[config.mk]
export PLATFORM = sky130hd
export DESIGN_NAME = round_robin_voice_allocator
export DESIGN_NICKNAME = d
export VERILOG_FILES = /design/src/rrva_pkg.sv /design/src/round_robin_voice_allocator.sv /design/src/rrva_front.sv /design/src/rrva_engine.sv
export SDC_FILE = /design/constraint.sdc
export NUM_CORES = 1
export LEC_CHECK = 0
export ABC_AREA = 1
export BUFFER_PORTS_ARGS = -buffer_cell sky130_fd_sc_hd__buf_2
export CAP_MARGIN = 20
export CELL_PAD_IN_SITES_DETAIL_PLACEMENT = 0
export CELL_PAD_IN_SITES_GLOBAL_PLACEMENT = 1
export CORE_MARGIN = 2
export CORE_UTILIZATION = 44
export DETAILED_ROUTE_END_ITERATION = 7
export PLACE_DENSITY = 0.77
export SETUP_SLACK_MARGIN = 0.05
export SLEW_MARGIN = 40
export SYNTH_ARGS = -nofsm -noshare
export SYNTH_HDL_FRONTEND = slang
export SYNTH_HIERARCHICAL = 1
export SYNTH_SLANG_ARGS = --single-unit
export TNS_END_PERCENT = 100
[constraint.sdc]
create_clock -name clock -period 3.53 [get_ports clock]
set_input_delay 0.1765 -clock clock [delete_from_list [all_inputs] [get_ports clock]]
set_output_delay 0.1765 -clock clock [all_outputs]
set_load 0.02 [all_outputs]
[src/rrva_pkg.sv]
`timescale 1ns / 1ps
`default_nettype none
// ----------------------------------------------------------------------------
// rrva_pkg
// Shared types and constants of the round-robin voice allocator: payload
// structs, opcodes, command kinds and result status codes.
// ----------------------------------------------------------------------------
package rrva_pkg;

   localparam int VOICES      = 12;
   localparam int VIDX_W      = $clog2(VOICES);
   localparam int CNT_W       = $clog2(VOICES + 1);
   localparam int PITCH_W     = 7;
   localparam int MASK_W      = 12;
   localparam int QUEUE_DEPTH = 2;
   localparam int QPTR_W      = $clog2(QUEUE_DEPTH);
   localparam int QCNT_W      = $clog2(QUEUE_DEPTH + 1);

   localparam logic [1:0] OP_NOTE_ON  = 2'd0;
   localparam logic [1:0] OP_NOTE_OFF = 2'd1;
   localparam logic [1:0] OP_FREE_ALL = 2'd2;

   typedef enum logic [1:0] {
      CMD_NOTE_ON,
      CMD_NOTE_OFF,
      CMD_FREE_ALL,
      CMD_IGNORE
   } cmd_kind_type;

   typedef enum logic [2:0] {
      STATUS_STARTED      = 3'd0,
      STATUS_STOPPED      = 3'd1,
      STATUS_NO_FREE      = 3'd2,
      STATUS_NO_MATCH     = 3'd3,
      STATUS_NONE_RUNNING = 3'd4,
      STATUS_RESET_DONE   = 3'd5
   } status_type;

   typedef struct packed {
      logic [1:0]         op;
      logic [PITCH_W-1:0] note_pitch;
   } req_payload_type;

   typedef struct packed {
      logic [2:0]        result_status;
      logic [3:0]        voice_index;
      logic              voice_valid;
      logic [MASK_W-1:0] enable_mask;
      logic [3:0]        active_count;
   } rsp_payload_type;

   typedef struct packed {
      cmd_kind_type       kind;
      logic [PITCH_W-1:0] pitch;
   } cmd_type;

   // Handshake between the front queue and the voice engine
   typedef struct packed {
      logic    valid;
      cmd_type cmd;
   } cmd_chan_type;

endpackage
`default_nettype wire

[src/round_robin_voice_allocator.sv]
`timescale 1ns / 1ps
`default_nettype none
// ----------------------------------------------------------------------------
// round_robin_voice_allocator
// Hands synthesizer voices to note-on and note-off events by a rotating
// search, and frees all voices on command.
//
//   channel | ports                         | direction | transaction
//   req     | req_valid/ready, req_payload  | in        | op, note_pitch
//   rsp     | rsp_valid/ready, rsp_payload  | out       | status, voice, mask
//
// Each transaction passes through the scan and commit states of the voice engine;
// back-to-back commands chain from commit straight into the next scan.
// A two-entry command queue lets requests be taken while a result waits.
// Synchronous reset frees every voice at once; no clearing pass.
// A stalled result holds the engine in commit; the queue keeps accepting until full.
// ----------------------------------------------------------------------------
module round_robin_voice_allocator (
   input  wire logic                      clock,
   input  wire logic                      reset,
   input  wire logic                      req_valid,
   output logic                           req_ready,
   input  wire rrva_pkg::req_payload_type req_payload,
   output logic                           rsp_valid,
   input  wire logic                      rsp_ready,
   output rrva_pkg::rsp_payload_type      rsp_payload
);

   rrva_pkg::cmd_chan_type cmd_chan;
   logic                   cmd_ready;

   rrva_front u_front (
      .clock       (clock),
      .reset       (reset),
      .req_valid   (req_valid),
      .req_ready   (req_ready),
      .req_payload (req_payload),
      .cmd_chan    (cmd_chan),
      .cmd_ready   (cmd_ready)
   );

   rrva_engine u_engine (
      .clock       (clock),
      .reset       (reset),
      .cmd_chan    (cmd_chan),
      .cmd_ready   (cmd_ready),
      .rsp_valid   (rsp_valid),
      .rsp_ready   (rsp_ready),
      .rsp_payload (rsp_payload)
   );

endmodule
`default_nettype wire

[src/rrva_front.sv]
`timescale 1ns / 1ps
`default_nettype none
// ----------------------------------------------------------------------------
// rrva_front
// Accepts request transactions, decodes the opcode into a command kind and
// holds decoded commands in a short queue for the voice engine.
// ----------------------------------------------------------------------------
module rrva_front (
   input  wire logic                      clock,
   input  wire logic                      reset,
   input  wire logic                      req_valid,
   output logic                           req_ready,
   input  wire rrva_pkg::req_payload_type req_payload,
   output rrva_pkg::cmd_chan_type         cmd_chan,
   input  wire logic                      cmd_ready
);

   rrva_pkg::cmd_type               queue_ff [rrva_pkg::QUEUE_DEPTH];
   logic [rrva_pkg::QPTR_W-1:0]     wr_ptr_ff, wr_ptr_in;
   logic [rrva_pkg::QPTR_W-1:0]     rd_ptr_ff, rd_ptr_in;
   logic [rrva_pkg::QCNT_W-1:0]     count_ff, count_in;
   rrva_pkg::cmd_type               decoded;
   logic                            push, pop;

   always_comb begin
      decoded.pitch = req_payload.note_pitch;
      unique case (req_payload.op)
         rrva_pkg::OP_NOTE_ON:  decoded.kind = rrva_pkg::CMD_NOTE_ON;
         rrva_pkg::OP_NOTE_OFF: decoded.kind = rrva_pkg::CMD_NOTE_OFF;
         rrva_pkg::OP_FREE_ALL: decoded.kind = rrva_pkg::CMD_FREE_ALL;
         default:               decoded.kind = rrva_pkg::CMD_IGNORE;
      endcase
   end

   assign req_ready      = (count_ff != rrva_pkg::QCNT_W'(rrva_pkg::QUEUE_DEPTH));
   assign cmd_chan.valid = (count_ff != '0);
   assign cmd_chan.cmd   = queue_ff[rd_ptr_ff];
   assign push           = req_valid && req_ready;
   assign pop            = cmd_chan.valid && cmd_ready;

   always_comb begin
      wr_ptr_in = wr_ptr_ff;
      rd_ptr_in = rd_ptr_ff;
      count_in  = count_ff;
      if (push) begin
         wr_ptr_in = (wr_ptr_ff == rrva_pkg::QPTR_W'(rrva_pkg::QUEUE_DEPTH - 1))
                     ? '0 : wr_ptr_ff + 1'b1;
      end
      if (pop) begin
         rd_ptr_in = (rd_ptr_ff == rrva_pkg::QPTR_W'(rrva_pkg::QUEUE_DEPTH - 1))
                     ? '0 : rd_ptr_ff + 1'b1;
      end
      if (push && !pop) begin
         count_in = count_ff + 1'b1;
      end else if (pop && !push) begin
         count_in = count_ff - 1'b1;
      end
   end

   always_ff @(posedge clock) begin
      if (reset) begin
         wr_ptr_ff <= '0;
         rd_ptr_ff <= '0;
         count_ff  <= '0;
      end else begin
         wr_ptr_ff <= wr_ptr_in;
         rd_ptr_ff <= rd_ptr_in;
         count_ff  <= count_in;
      end
   end

   always_ff @(posedge clock) begin
      if (push) begin
         queue_ff[wr_ptr_ff] <= decoded;
      end
   end

endmodule
`default_nettype wire

[src/rrva_engine.sv]
`timescale 1ns / 1ps
`default_nettype none
// ----------------------------------------------------------------------------
// rrva_engine
// Voice state and the circular search. A scan cycle builds the candidate
// vector rotated to the search start; a commit cycle picks the first
// candidate, updates the voices and loads the result register.
// ----------------------------------------------------------------------------
module rrva_engine (
   input  wire logic                   clock,
   input  wire logic                   reset,
   input  wire rrva_pkg::cmd_chan_type cmd_chan,
   output logic                        cmd_ready,
   output logic                        rsp_valid,
   input  wire logic                   rsp_ready,
   output rrva_pkg::rsp_payload_type   rsp_payload
);

   localparam int PAD_W = (rrva_pkg::VOICES > rrva_pkg::MASK_W)
                          ? rrva_pkg::VOICES : rrva_pkg::MASK_W;

   typedef enum logic [1:0] {
      ST_IDLE,
      ST_SCAN,
      ST_COMMIT
   } state_type;

   state_type                        state_ff;
   rrva_pkg::cmd_type                cmd_ff;
   logic [rrva_pkg::VOICES-1:0]      active_ff, active_in;
   logic [rrva_pkg::PITCH_W-1:0]     pitch_ff [rrva_pkg::VOICES];
   logic [rrva_pkg::VIDX_W-1:0]      last_ff, last_in;
   logic [rrva_pkg::CNT_W-1:0]       count_ff, count_in;
   logic [rrva_pkg::VOICES-1:0]      rot_ff, rot_in;
   logic [rrva_pkg::VIDX_W-1:0]      start_ff, start_in;
   logic                             rsp_valid_ff;
   rrva_pkg::rsp_payload_type        rsp_ff, rsp_in;

   logic [rrva_pkg::VOICES-1:0]      cand;
   logic [2*rrva_pkg::VOICES-1:0]    cand_dbl;
   logic                             found;
   logic [rrva_pkg::VIDX_W-1:0]      offset;
   logic [rrva_pkg::VIDX_W:0]        pick_sum;
   logic [rrva_pkg::VIDX_W-1:0]      pick;
   logic                             pitch_wr;
   rrva_pkg::status_type             status_in;
   logic                             touched_in;
   logic [PAD_W-1:0]                 mask_pad;
   logic                             out_free;
   logic                             commit;

   assign out_free  = !rsp_valid_ff || rsp_ready;
   assign commit    = (state_ff == ST_COMMIT) && out_free;
   assign cmd_ready = (state_ff == ST_IDLE) || commit;
   assign rsp_valid   = rsp_valid_ff;
   assign rsp_payload = rsp_ff;

   // Scan: candidates and search start for the command held in cmd_ff
   always_comb begin
      if (cmd_ff.kind == rrva_pkg::CMD_NOTE_ON) begin
         start_in = (last_ff == rrva_pkg::VIDX_W'(rrva_pkg::VOICES - 1))
                    ? '0 : last_ff + 1'b1;
         cand     = ~active_ff;
      end else begin
         start_in = last_ff;
         for (int v = 0; v < rrva_pkg::VOICES; v++) begin
            cand[v] = active_ff[v] && (pitch_ff[v] == cmd_ff.pitch);
         end
      end
      cand_dbl = {cand, cand};
      rot_in   = rrva_pkg::VOICES'(cand_dbl >> start_in);
   end

   // Commit: first set bit of the rotated vector, mapped back to a voice
   always_comb begin
      found  = |rot_ff;
      offset = '0;
      for (int v = rrva_pkg::VOICES - 1; v >= 0; v--) begin
         if (rot_ff[v]) begin
            offset = rrva_pkg::VIDX_W'(v);
         end
      end
      pick_sum = {1'b0, start_ff} + {1'b0, offset};
      pick     = (pick_sum >= (rrva_pkg::VIDX_W + 1)'(rrva_pkg::VOICES))
                 ? rrva_pkg::VIDX_W'(pick_sum - (rrva_pkg::VIDX_W + 1)'(rrva_pkg::VOICES))
                 : pick_sum[rrva_pkg::VIDX_W-1:0];
   end

   always_comb begin
      active_in  = active_ff;
      last_in    = last_ff;
      count_in   = count_ff;
      pitch_wr   = 1'b0;
      touched_in = 1'b0;
      status_in  = rrva_pkg::STATUS_NO_MATCH;
      unique case (cmd_ff.kind)
         rrva_pkg::CMD_NOTE_ON: begin
            if (found) begin
               active_in[pick] = 1'b1;
               last_in         = pick;
               count_in        = count_ff + 1'b1;
               pitch_wr        = 1'b1;
               touched_in      = 1'b1;
               status_in       = rrva_pkg::STATUS_STARTED;
            end else begin
               status_in = rrva_pkg::STATUS_NO_FREE;
            end
         end
         rrva_pkg::CMD_NOTE_OFF: begin
            if (count_ff == '0) begin
               status_in = rrva_pkg::STATUS_NONE_RUNNING;
            end else if (found) begin
               active_in[pick] = 1'b0;
               count_in        = count_ff - 1'b1;
               touched_in      = 1'b1;
               status_in       = rrva_pkg::STATUS_STOPPED;
            end
         end
         rrva_pkg::CMD_FREE_ALL: begin
            active_in = '0;
            count_in  = '0;
            status_in = rrva_pkg::STATUS_RESET_DONE;
         end
         rrva_pkg::CMD_IGNORE: begin
            status_in = rrva_pkg::STATUS_NO_MATCH;
         end
      endcase

      mask_pad                  = PAD_W'(active_in);
      rsp_in.result_status      = 3'(status_in);
      rsp_in.voice_index        = touched_in ? 4'(pick) : 4'd0;
      rsp_in.voice_valid        = touched_in;
      rsp_in.enable_mask        = mask_pad[rrva_pkg::MASK_W-1:0];
      rsp_in.active_count       = 4'(count_in);
   end

   always_ff @(posedge clock) begin
      if (reset) begin
         state_ff     <= ST_IDLE;
         active_ff    <= '0;
         last_ff      <= '0;
         count_ff     <= '0;
         rsp_valid_ff <= 1'b0;
      end else begin
         if (commit) begin
            rsp_valid_ff <= 1'b1;
         end else if (rsp_valid_ff && rsp_ready) begin
            rsp_valid_ff <= 1'b0;
         end
         unique case (state_ff)
            ST_IDLE: begin
               if (cmd_chan.valid) begin
                  state_ff <= ST_SCAN;
               end
            end
            ST_SCAN: begin
               state_ff <= ST_COMMIT;
            end
            ST_COMMIT: begin
               if (out_free) begin
                  active_ff    <= active_in;
                  last_ff      <= last_in;
                  count_ff     <= count_in;
                  // chain straight into the next scan when a command waits
                  state_ff     <= cmd_chan.valid ? ST_SCAN : ST_IDLE;
               end
            end
            default: state_ff <= ST_IDLE;
         endcase
      end
   end

   always_ff @(posedge clock) begin
      if (cmd_chan.valid && cmd_ready) begin
         cmd_ff <= cmd_chan.cmd;
      end
      if (state_ff == ST_SCAN) begin
         rot_ff   <= rot_in;
         start_ff <= start_in;
      end
      if (commit) begin
         rsp_ff <= rsp_in;
         if (pitch_wr) begin
            pitch_ff[pick] <= cmd_ff.pitch;
         end
      end
   end

   assert property (@(posedge clock) disable iff (reset)
      $countones(active_ff) == int'(count_ff))
      else $error("running count does not match active voices");

   assert property (@(posedge clock) disable iff (reset)
      state_ff == ST_SCAN |=> state_ff == ST_COMMIT)
      else $error("scan not followed by commit");

   assert property (@(posedge clock) disable iff (reset)
      $rose(rsp_valid_ff) |-> $past(state_ff == ST_COMMIT))
      else $error("result raised outside commit");

   assert property (@(posedge clock) disable iff (reset)
      rsp_valid_ff && rsp_ff.voice_valid |->
         (rsp_ff.result_status == 3'(rrva_pkg::STATUS_STARTED)) ||
         (rsp_ff.result_status == 3'(rrva_pkg::STATUS_STOPPED)))
      else $error("voice flagged on a result that touched none");

endmodule
`default_nettype wire

==> impl_metrics.prom, run 1 <==
# TYPE chip_impl_metric gauge
chip_impl_metric{name="place_ws",unit="ns"} -0.104
chip_impl_metric{name="flop_and_latch_count_out_of_synthesis",unit=""} 179
chip_impl_metric{name="post_synth_cell_types",unit=""} 37
chip_impl_metric{name="postLayoutSetupSlackWorst",unit="ns"} 0.0353
chip_impl_info{name="startpoint",value="u_engine/rot_ff[11]"} 1
chip_impl_info{name="cell_by_cell_listing_of_the_critical_path",value="inv_1, o21ai_1, a21oi_1, o21ai_1, nand2_1, nand2_1, nand2_1, a21oi_2, ha_2, inv_2, fa_2, xor2_2, inv_1, ha_2, inv_2, nor2_4, nor2_4, nand2_2, nand2_4, buf_6, nor2_4, nand3_2, nor2_1, buf_4"} 1
chip_impl_info{name="critPathKind",value="register to register"} 1
chip_impl_metric{name="met3_usage",unit=""} 0.0417
chip_impl_metric{name="max_stage_delay",unit="ns"} 0.38
chip_impl_metric{name="power.share.sequential",unit=""} 0.333
chip_impl_info{name="cpMaxStageDelayCell",value="sky130_fd_sc_hd__fa_2"} 1
chip_impl_info{name="status",value="completed"} 1
chip_impl_info{name="critical_path.top_delay_family",value="simple AND/OR/NAND/NOR gates"} 1
chip_impl_metric{name="clockBufferDepth",unit=""} 2
chip_impl_metric{name="vdd_ir_drop_max",unit="mV"} 0.405
chip_impl_metric{name="effective_utilization_at_floorplan",unit=""} 0.449
chip_impl_metric{name="die_h",unit="um"} 148
chip_impl_metric{name="async_flop_share",unit=""} 0
chip_impl_info{name="timing.rr.end",value="u_engine/pitch_ff[9][2]"} 1
chip_impl_metric{name="timing.critical_path.arrival",unit="ns"} 3.64
chip_impl_metric{name="numPlacedInstances",unit=""} 1302
chip_impl_info{name="synth_top_area_cell",value="sky130_fd_sc_hd__edfxtp_1"} 1
chip_impl_metric{name="synth_seq_area_share",unit=""} 0.561
chip_impl_metric{name="synth.net_count",unit=""} 1001
chip_impl_metric{name="ys.warnings.count",unit=""} 6
chip_impl_metric{name="comb_power_share",unit=""} 0.460
chip_impl_metric{name="final_area",unit="um^2"} 10800
chip_impl_metric{name="num_rows",unit=""} 52
chip_impl_metric{name="utilization",unit=""} 0.535
chip_impl_metric{name="finalHoldWorstSlack",unit="ns"} 0.0757
chip_impl_metric{name="overflow",unit=""} 0
chip_impl_info{name="yosys_most_used_dff",value="sky130_fd_sc_hd__edfxtp_1"} 1
chip_impl_metric{name="multiplexer_share_of_the_synthesized_area",unit=""} 0.0112
chip_impl_info{name="startpoint_type",value="register"} 1
chip_impl_info{name="worst_r2r_startpoint",value="u_engine/rot_ff[11]"} 1
chip_impl_metric{name="dpl_cell_area",unit="um^2"} 9800
chip_impl_metric{name="tritoncts_sinks",unit=""} 179
chip_impl_metric{name="finish.net_count",unit=""} 1091
chip_impl_metric{name="sequential_cell_area",unit="um^2"} 5090
chip_impl_metric{name="drt_pass1_iterations",unit=""} 5
chip_impl_info{name="clock_tree.root_cell",value="sky130_fd_sc_hd__clkbuf_16"} 1
chip_impl_metric{name="worstMarginPinSlew",unit="ns"} 0.707
chip_impl_metric{name="syn_to_final_growth",unit="%"} 19.2
chip_impl_metric{name="drv_cap",unit=""} 0
chip_impl_metric{name="power.switching",unit="mW"} 3.91
chip_impl_metric{name="buffer_ports.inserted",unit=""} 38
chip_impl_metric{name="fin_max_slew_vios",unit=""} 0
chip_impl_metric{name="finalClockSkew",unit="ns"} 0.0118
chip_impl_metric{name="postSynthCellCount",unit=""} 978
chip_impl_metric{name="synth_edf_count",unit=""} 151
chip_impl_metric{name="antenna_violations_before_repair",unit=""} 0
chip_impl_metric{name="path_buf_inv",unit=""} 6
chip_impl_metric{name="core_region_area",unit="um^2"} 20200
chip_impl_metric{name="post_synth_adder_cell_area",unit=""} 0.0146
chip_impl_metric{name="drc",unit=""} 0
chip_impl_metric{name="fmax",unit="MHz"} 286
chip_impl_metric{name="fillCellCount",unit=""} 1787
chip_impl_metric{name="met1_usage",unit=""} 0.268
chip_impl_metric{name="grt_first_pass_wirelength",unit="um"} 32600
chip_impl_metric{name="fin_cells",unit=""} 1351
chip_impl_metric{name="slew_headroom",unit=""} 0.527
chip_impl_metric{name="timing.final.crit_share",unit=""} 0.990
chip_impl_info{name="cts_tree",value="built"} 1
chip_impl_metric{name="design.die.area",unit="um^2"} 21800
chip_impl_metric{name="clock_tree.htree_level_count",unit=""} 4
chip_impl_info{name="synth_top_family_by_area",value="simple AND/OR/NAND/NOR gates"} 1
chip_impl_metric{name="sw_frac_of_total",unit=""} 0.419
chip_impl_info{name="critical_path.endpoint_type",value="register"} 1
chip_impl_metric{name="drtIter0Drc",unit=""} 522
chip_impl_info{name="top_usage_layer",value="met2"} 1
chip_impl_metric{name="synth_simple_gate_area_share",unit=""} 0.239
chip_impl_metric{name="setup_total_negative_slack",unit="ns"} 0
chip_impl_metric{name="timing.critical_path.required",unit="ns"} 3.68
chip_impl_metric{name="post_route_cells_drive_above_1_share",unit=""} 0.192
chip_impl_metric{name="detailed_place_hpwl",unit="um"} 14600
chip_impl_metric{name="timing.reg2reg.setup_slack",unit="ns"} 0.04
chip_impl_info{name="synthTopCellsByArea",value="sky130_fd_sc_hd__edfxtp_1, sky130_fd_sc_hd__nand2_1, sky130_fd_sc_hd__nand3_1, sky130_fd_sc_hd__dfxtp_1, sky130_fd_sc_hd__inv_1"} 1
chip_impl_metric{name="synthesis.area_per_instance",unit="um^2"} 9.28
chip_impl_metric{name="pwr_density_cell",unit="nW/um^2"} 861
chip_impl_metric{name="io-pin-count",unit=""} 39
chip_impl_metric{name="whs_path_depth",unit=""} 4
chip_impl_metric{name="power_report.internal_total",unit="mW"} 5.41
chip_impl_metric{name="clkPwrFrac",unit=""} 0.207
chip_impl_metric{name="routed_wirelength",unit="um"} 20700
chip_impl_metric{name="cellLeakagePower",unit="nW"} 4.44
chip_impl_metric{name="routedWlPerCell",unit="um"} 15.4
chip_impl_metric{name="global_route.usage.met2",unit=""} 0.315
chip_impl_metric{name="cts.clk_slew.worst_paths",unit="ns"} 0.08
chip_impl_metric{name="p_total",unit="mW"} 9.32
chip_impl_metric{name="cts_buffers",unit=""} 17
chip_impl_metric{name="final_report_hold_violation_count",unit=""} 0
chip_impl_metric{name="final-setup-viol-count",unit=""} 0
chip_impl_info{name="hold_start",value="req_valid"} 1
chip_impl_metric{name="antenna_cells",unit=""} 0
chip_impl_info{name="critical_path_sink",value="u_engine/pitch_ff[9][2]"} 1
chip_impl_metric{name="routabilityCongestion",unit=""} 0.810
chip_impl_metric{name="layout_min_cycle_time",unit="ns"} 3.49
chip_impl_metric{name="total_number_of_cells_along_the_worst_setup_path",unit=""} 24
chip_impl_metric{name="multi_input_gate_area",unit="um^2"} 3550
chip_impl_metric{name="total_number_of_vias",unit=""} 6722
chip_impl_info{name="hold_path.class",value="input port to register"} 1
chip_impl_metric{name="synthXorXnorAreaFrac",unit=""} 0.0656
chip_impl_info{name="grt_setup_unrepaired",value="yes"} 1
chip_impl_metric{name="synthesis.area",unit="um^2"} 9080
chip_impl_metric{name="die_boundary_width",unit="um"} 148
chip_impl_metric{name="clock_latency",unit="ns"} 0.44
chip_impl_metric{name="first_global_vias",unit=""} 6242
chip_impl_metric{name="groute.usage.overall",unit=""} 0.196
chip_impl_metric{name="worstRegToRegCells",unit=""} 24
chip_impl_metric{name="synth.top_cell.area_share",unit=""} 0.499
chip_impl_metric{name="cp_max_fo",unit=""} 7
chip_impl_metric{name="postRouteAntennaNets",unit=""} 0
chip_impl_metric{name="vias_per_cell",unit=""} 4.98
chip_impl_metric{name="synth_compound_gate_area_share",unit=""} 0.0376
chip_impl_metric{name="grt_start_max_net_pins",unit=""} 35
cells in the mapped netlist, types with 4 or more instances:
library cell / count
sky130_fd_sc_hd__nand2_1: 220
sky130_fd_sc_hd__edfxtp_1: 151
sky130_fd_sc_hd__nand3_1: 141
sky130_fd_sc_hd__inv_1: 109
sky130_fd_sc_hd__nor2_1: 97
sky130_fd_sc_hd__xnor2_1: 42
sky130_fd_sc_hd__a21oi_1: 31
sky130_fd_sc_hd__dfxtp_1: 28
sky130_fd_sc_hd__xor2_1: 26
sky130_fd_sc_hd__o21ai_0: 18
sky130_fd_sc_hd__nand4_1: 12
sky130_fd_sc_hd__buf_2: 11
sky130_fd_sc_hd__clkbuf_1: 9
sky130_fd_sc_hd__ha_1: 9
sky130_fd_sc_hd__inv_2: 9
sky130_fd_sc_hd__mux2_2: 9
sky130_fd_sc_hd__buf_4: 7
sky130_fd_sc_hd__nand2_2: 6
sky130_fd_sc_hd__nor3_1: 6
sky130_fd_sc_hd__buf_6: 5
sky130_fd_sc_hd__a31oi_1: 4
sky130_fd_sc_hd__or2_1: 4
flip-flops by register name (all words and copies together) (netlist names), named ones only:
name                  flops
u_engine/start_ff         4
u_front/count_ff          2
u_engine/rsp_valid        1
u_engine/rot_ff          12
u_front/rd_ptr_ff         1
u_engine/pitch_ff        84
u_engine/active_ff       12
u_front/queue_ff         18
u_engine/state_ff         2
u_engine/last_ff          4
u_engine/rsp_payload     24
u_engine/cmd_ff           9
u_front/wr_ptr_ff         1
u_engine/count_ff         4
worst min-delay path: stages:
cell                      delay (ns)
sky130_fd_sc_hd__buf_2          0.11
sky130_fd_sc_hd__nand2_4        0.08
sky130_fd_sc_hd__o21ai_1        0.05
sky130_fd_sc_hd__nor2_1         0.07
per-layer routing:
metal | vias up | part of all wire | routed length [um]
li1 | 3427 | - | -
met1 | 3130 | 0.46 | 9600
met2 | 139 | 0.47 | 9700
met3 | 26 | 0.049 | 1020
met4 | 0 | 0.021 | 429
met5 | - | 0 | 0
worst min path at each step:
| stage | end | slack, ns |
|---|---|---|
| final | u_front/wr_ptr_ff | 0.08 |
| after global routing | u_front/wr_ptr_ff | 0.1 |
| after CTS | u_front/wr_ptr_ff | 0.07 |
| after detailed placement | u_front/queue_ff[0][2] | 0.37 |
| after global placement | u_front/queue_ff[0][2] | 0.36 |
| after floorplan | u_front/queue_ff[0][0] | 0.28 |
logic make-up (layout without fill, tap and decap cells):
group                      after synthesis  count (layout)
xor gates and xnor gates                68              68
adders and majority gates               10              10
AOI/OAI and AO/OA                       63              63
buffers and inverters                  151             254
DFF                                    179             179
muxes                                    9               9
and+or+nand+nor                        498             498
what timing repair did:
item | CTS | global route
hold buffers | 10 | 0
endpoints found under the hold margin | 19 | 0
setup buffers | 3 | 5
pin swaps | 4 | 26
endpoints found under the setup margin | 104 | 108
resized for setup | 9 | 56
power by group through the flow:
stage	Combinational [mW]	Sequential, mW	Clock (mW)
2_1_floorplan	2.53	3.11	0
3_3_place_gp	3.68	3.14	0
3_5_place_dp	3.70	3.15	0
4_1_cts	3.83	3.10	1.97
5_1_grt	4.70	3.15	2.06
6_report	4.29	3.10	1.93
layout by cell type, fill, tap and decap left out, drive strengths merged, types with 7 or more instances in the layout:
cell type	synthesis	layout
xnor2	42	42
xor2	26	26
nand4	12	12
dfxtp	28	28
or2	7	7
edfxtp	151	151
nand3	142	142
nand2	227	227
ha	9	9
dlygate4sd3	0	10
buf	23	93
inv	118	128
o21ai	22	22
mux2	9	9
nor3	7	7
a21oi	31	31
clkbuf	9	17
nor2	101	101
cell type report:
type,instances,area share
repair buffers,103,0.0710
multi-input cells,648,0.328
clock inverters,15,0.0182
flip-flops and latches,179,0.471
inverters,119,0.0414
clock buffers,17,0.0393
well taps,270,0.0312
(Power assumes the default switching activity.)
==> inputs of run 2 (changes only) <==
--- a/config.mk
+++ b/config.mk
@@ -13,7 +13,7 @@
 export CORE_MARGIN = 2
 export CORE_UTILIZATION = 44
 export DETAILED_ROUTE_END_ITERATION = 7
-export PLACE_DENSITY = 0.77
+export PLACE_DENSITY_LB_ADDON = 0.1
 export SETUP_SLACK_MARGIN = 0.05
 export SLEW_MARGIN = 40
 export SYNTH_ARGS = -nofsm -noshare
==> run 2 against run 1 <==
  * Via count fell by 2.1%
  * Hold slack got worse by 0.018 ns
  * Wire length grew 0.61%
  * Count of clock-buffer cells in the layout stayed put
==> impl_metrics.prom, run 2 (synthesized netlist as in run 1, its figures left out) <==
# TYPE chip_impl_metric gauge
chip_impl_metric{name="max_stage_delay",unit="ns"} 0.38
chip_impl_metric{name="post_route_cells_drive_above_1_share",unit=""} 0.176
chip_impl_metric{name="final_report_hold_violation_count",unit=""} 0
chip_impl_metric{name="clock_latency",unit="ns"} 0.43
chip_impl_metric{name="effective_utilization_at_floorplan",unit=""} 0.449
chip_impl_metric{name="final-setup-viol-count",unit=""} 0
chip_impl_metric{name="comb_power_share",unit=""} 0.436
chip_impl_metric{name="overflow",unit=""} 0
chip_impl_metric{name="routedWlPerCell",unit="um"} 15.5
chip_impl_metric{name="power.share.sequential",unit=""} 0.352
chip_impl_metric{name="dpl_cell_area",unit="um^2"} 9800
chip_impl_metric{name="drc",unit=""} 0
chip_impl_metric{name="first_global_vias",unit=""} 6250
chip_impl_metric{name="timing.final.crit_share",unit=""} 0.963
chip_impl_info{name="status",value="completed"} 1
chip_impl_metric{name="pwr_density_cell",unit="nW/um^2"} 836
chip_impl_metric{name="routabilityCongestion",unit=""} 0.825
chip_impl_metric{name="total_number_of_vias",unit=""} 6580
chip_impl_metric{name="postRouteAntennaNets",unit=""} 0
chip_impl_metric{name="timing.critical_path.arrival",unit="ns"} 3.54
chip_impl_info{name="critical_path.endpoint_type",value="register"} 1
chip_impl_metric{name="place_ws",unit="ns"} -0.119
chip_impl_metric{name="final_area",unit="um^2"} 10600
chip_impl_info{name="grt_setup_unrepaired",value="yes"} 1
chip_impl_info{name="hold_path.class",value="input port to register"} 1
chip_impl_metric{name="clkPwrFrac",unit=""} 0.211
chip_impl_metric{name="detailed_place_hpwl",unit="um"} 15200
chip_impl_metric{name="num_rows",unit=""} 52
chip_impl_metric{name="drtIter0Drc",unit=""} 333
chip_impl_info{name="layout_commonest_cell",value="sky130_fd_sc_hd__nand2_1"} 1
chip_impl_info{name="max_flop_register",value="u_engine/pitch_ff"} 1
chip_impl_metric{name="slew_headroom",unit=""} 0.512
chip_impl_metric{name="layout_min_cycle_time",unit="ns"} 3.40
chip_impl_metric{name="largest_register_ffs",unit=""} 84
chip_impl_metric{name="drt_pass1_iterations",unit=""} 5
chip_impl_metric{name="grt_start_max_net_pins",unit=""} 30
chip_impl_info{name="cpMaxStageDelayCell",value="sky130_fd_sc_hd__edfxtp_1"} 1
chip_impl_metric{name="syn_to_final_growth",unit="%"} 17.3
chip_impl_metric{name="power_report.internal_total",unit="mW"} 5.19
chip_impl_metric{name="buffer_ports.inserted",unit=""} 38
chip_impl_metric{name="die_boundary_width",unit="um"} 148
chip_impl_metric{name="antenna_cells",unit=""} 0
chip_impl_metric{name="routed_wirelength",unit="um"} 20900
chip_impl_metric{name="clockBufferDepth",unit=""} 2
chip_impl_info{name="cell_by_cell_listing_of_the_critical_path",value="o21ai_1, a21oi_1, o21ai_1, nand2_1, nand2_1, nand2_1, a21oi_2, ha_2, inv_2, fa_2, xor2_2, inv_1, ha_2, inv_2, nor2_4, nor2_4, nand2_2, nand2_4, inv_2, nor2_4, nand3_2, nor2_1, buf_4"} 1
chip_impl_metric{name="postLayoutSetupSlackWorst",unit="ns"} 0.131
chip_impl_info{name="hold_start",value="rsp_ready"} 1
chip_impl_metric{name="vdd_ir_drop_max",unit="mV"} 0.408
chip_impl_metric{name="cts.clk_slew.worst_paths",unit="ns"} 0.07
chip_impl_info{name="critical_path.top_delay_family",value="simple AND/OR/NAND/NOR gates"} 1
chip_impl_metric{name="finalHoldWorstSlack",unit="ns"} 0.0578
chip_impl_metric{name="power.switching",unit="mW"} 3.71
chip_impl_metric{name="worstMarginPinSlew",unit="ns"} 0.732
chip_impl_metric{name="die_h",unit="um"} 148
chip_impl_metric{name="timing.critical_path.required",unit="ns"} 3.67
chip_impl_metric{name="io-pin-count",unit=""} 39
chip_impl_metric{name="cp_max_fo",unit=""} 7
chip_impl_info{name="startpoint_type",value="register"} 1
chip_impl_metric{name="path_buf_inv",unit=""} 5
chip_impl_info{name="clock_tree.root_cell",value="sky130_fd_sc_hd__clkbuf_16"} 1
chip_impl_metric{name="antenna_violations_before_repair",unit=""} 0
chip_impl_metric{name="grt_first_pass_wirelength",unit="um"} 33200
chip_impl_info{name="worst_r2r_startpoint",value="u_engine/rot_ff[10]"} 1
chip_impl_metric{name="fin_max_slew_vios",unit=""} 0
chip_impl_metric{name="core_region_area",unit="um^2"} 20200
chip_impl_info{name="layout.cells.most_common_list",value="sky130_fd_sc_hd__nand2_1, sky130_fd_sc_hd__edfxtp_1, sky130_fd_sc_hd__nand3_1"} 1
chip_impl_metric{name="vias_per_cell",unit=""} 4.89
chip_impl_metric{name="p_total",unit="mW"} 8.90
chip_impl_metric{name="drv_cap",unit=""} 0
chip_impl_metric{name="tritoncts_sinks",unit=""} 179
chip_impl_metric{name="clock_tree.htree_level_count",unit=""} 4
chip_impl_metric{name="utilization",unit=""} 0.526
chip_impl_info{name="cts_tree",value="built"} 1
chip_impl_metric{name="groute.usage.overall",unit=""} 0.199
chip_impl_metric{name="cellLeakagePower",unit="nW"} 4.37
chip_impl_metric{name="design.die.area",unit="um^2"} 21800
chip_impl_metric{name="finalClockSkew",unit="ns"} 0.0122
chip_impl_metric{name="fmax",unit="MHz"} 294
chip_impl_metric{name="finish.net_count",unit=""} 1086
chip_impl_info{name="startpoint",value="u_engine/rot_ff[10]"} 1
chip_impl_info{name="critPathKind",value="register to register"} 1
chip_impl_metric{name="sw_frac_of_total",unit=""} 0.417
chip_impl_metric{name="cts_buffers",unit=""} 17
-- run 2: layout make-up --
class                           instances  area (um^2)
Inverter                              119          448
Clock inverter                         15          183
Clock buffer                           17          425
Tap cell                              270          338
Timing Repair Buffer                   98          693
Fill cell                            1856         9590
Sequential cell                       179         5090
Multi-Input combinational cell        648         3470
-- run 2: final timing paths --
kind / end / slack, ns / cells after the start
setup / recovery: u_engine/pitch_ff[1][2] / 0.13 / 23
hold / removal: u_engine/rsp_valid / 0.06 / 4
setup reg to reg: u_engine/pitch_ff[1][2] / 0.13 / 23
hold reg to reg: u_front/count_ff[0] / 0.50 / 1
-- run 2: metal layers --
layer  GRT usage  routed length (um)  up-vias  part of all wire
met3      0.0318                 751       10             0.036
li1            -                   -     3403                 -
met4      0.0404                 152        0            0.0073
met5           0                   0        -                 0
met1       0.274                9790     3058              0.47
met2       0.335               10200      109              0.49
-- run 2: power groups by stage --
| stage | Clock (mW) | Sequential [mW] | Combinational [mW] |
|---|---|---|---|
| 4_1_cts | 1.93 | 3.15 | 3.80 |
| 3_5_place_dp | 0 | 3.19 | 3.66 |
| 2_1_floorplan | 0 | 3.11 | 2.53 |
| 6_report | 1.88 | 3.14 | 3.88 |
| 3_3_place_gp | 0 | 3.18 | 3.66 |
| 5_1_grt | 2.01 | 3.19 | 4.35 |
-- run 2: tightest hold or removal path, cell delays in order --
cell and delay, ns:
sky130_fd_sc_hd__buf_2 0.08, sky130_fd_sc_hd__nor2_1 0.04, sky130_fd_sc_hd__inv_1 0.07, sky130_fd_sc_hd__a21oi_1 0.07
-- run 2: timing repair --
| action | in CTS | in global routing |
|---|---|---|
| resized for setup | 14 | 24 |
| hold endpoints to repair | 18 | 0 |
| endpoints found under the setup margin | 107 | 108 |
| hold buffers | 9 | 0 |
| buffers inserted | 2 | 0 |
| gates cloned | 0 | 0 |
| pin swaps | 5 | 13 |
-- run 2: per-stage QoR --
step / setup TNS (ns) / std cells
floorplan: 0 / 978
global placement: -3.11 / 1303
detailed placement: -6.91 / 1303
CTS: 0 / 1346
global route: -2.26 / 1346
finish: 0 / 1346
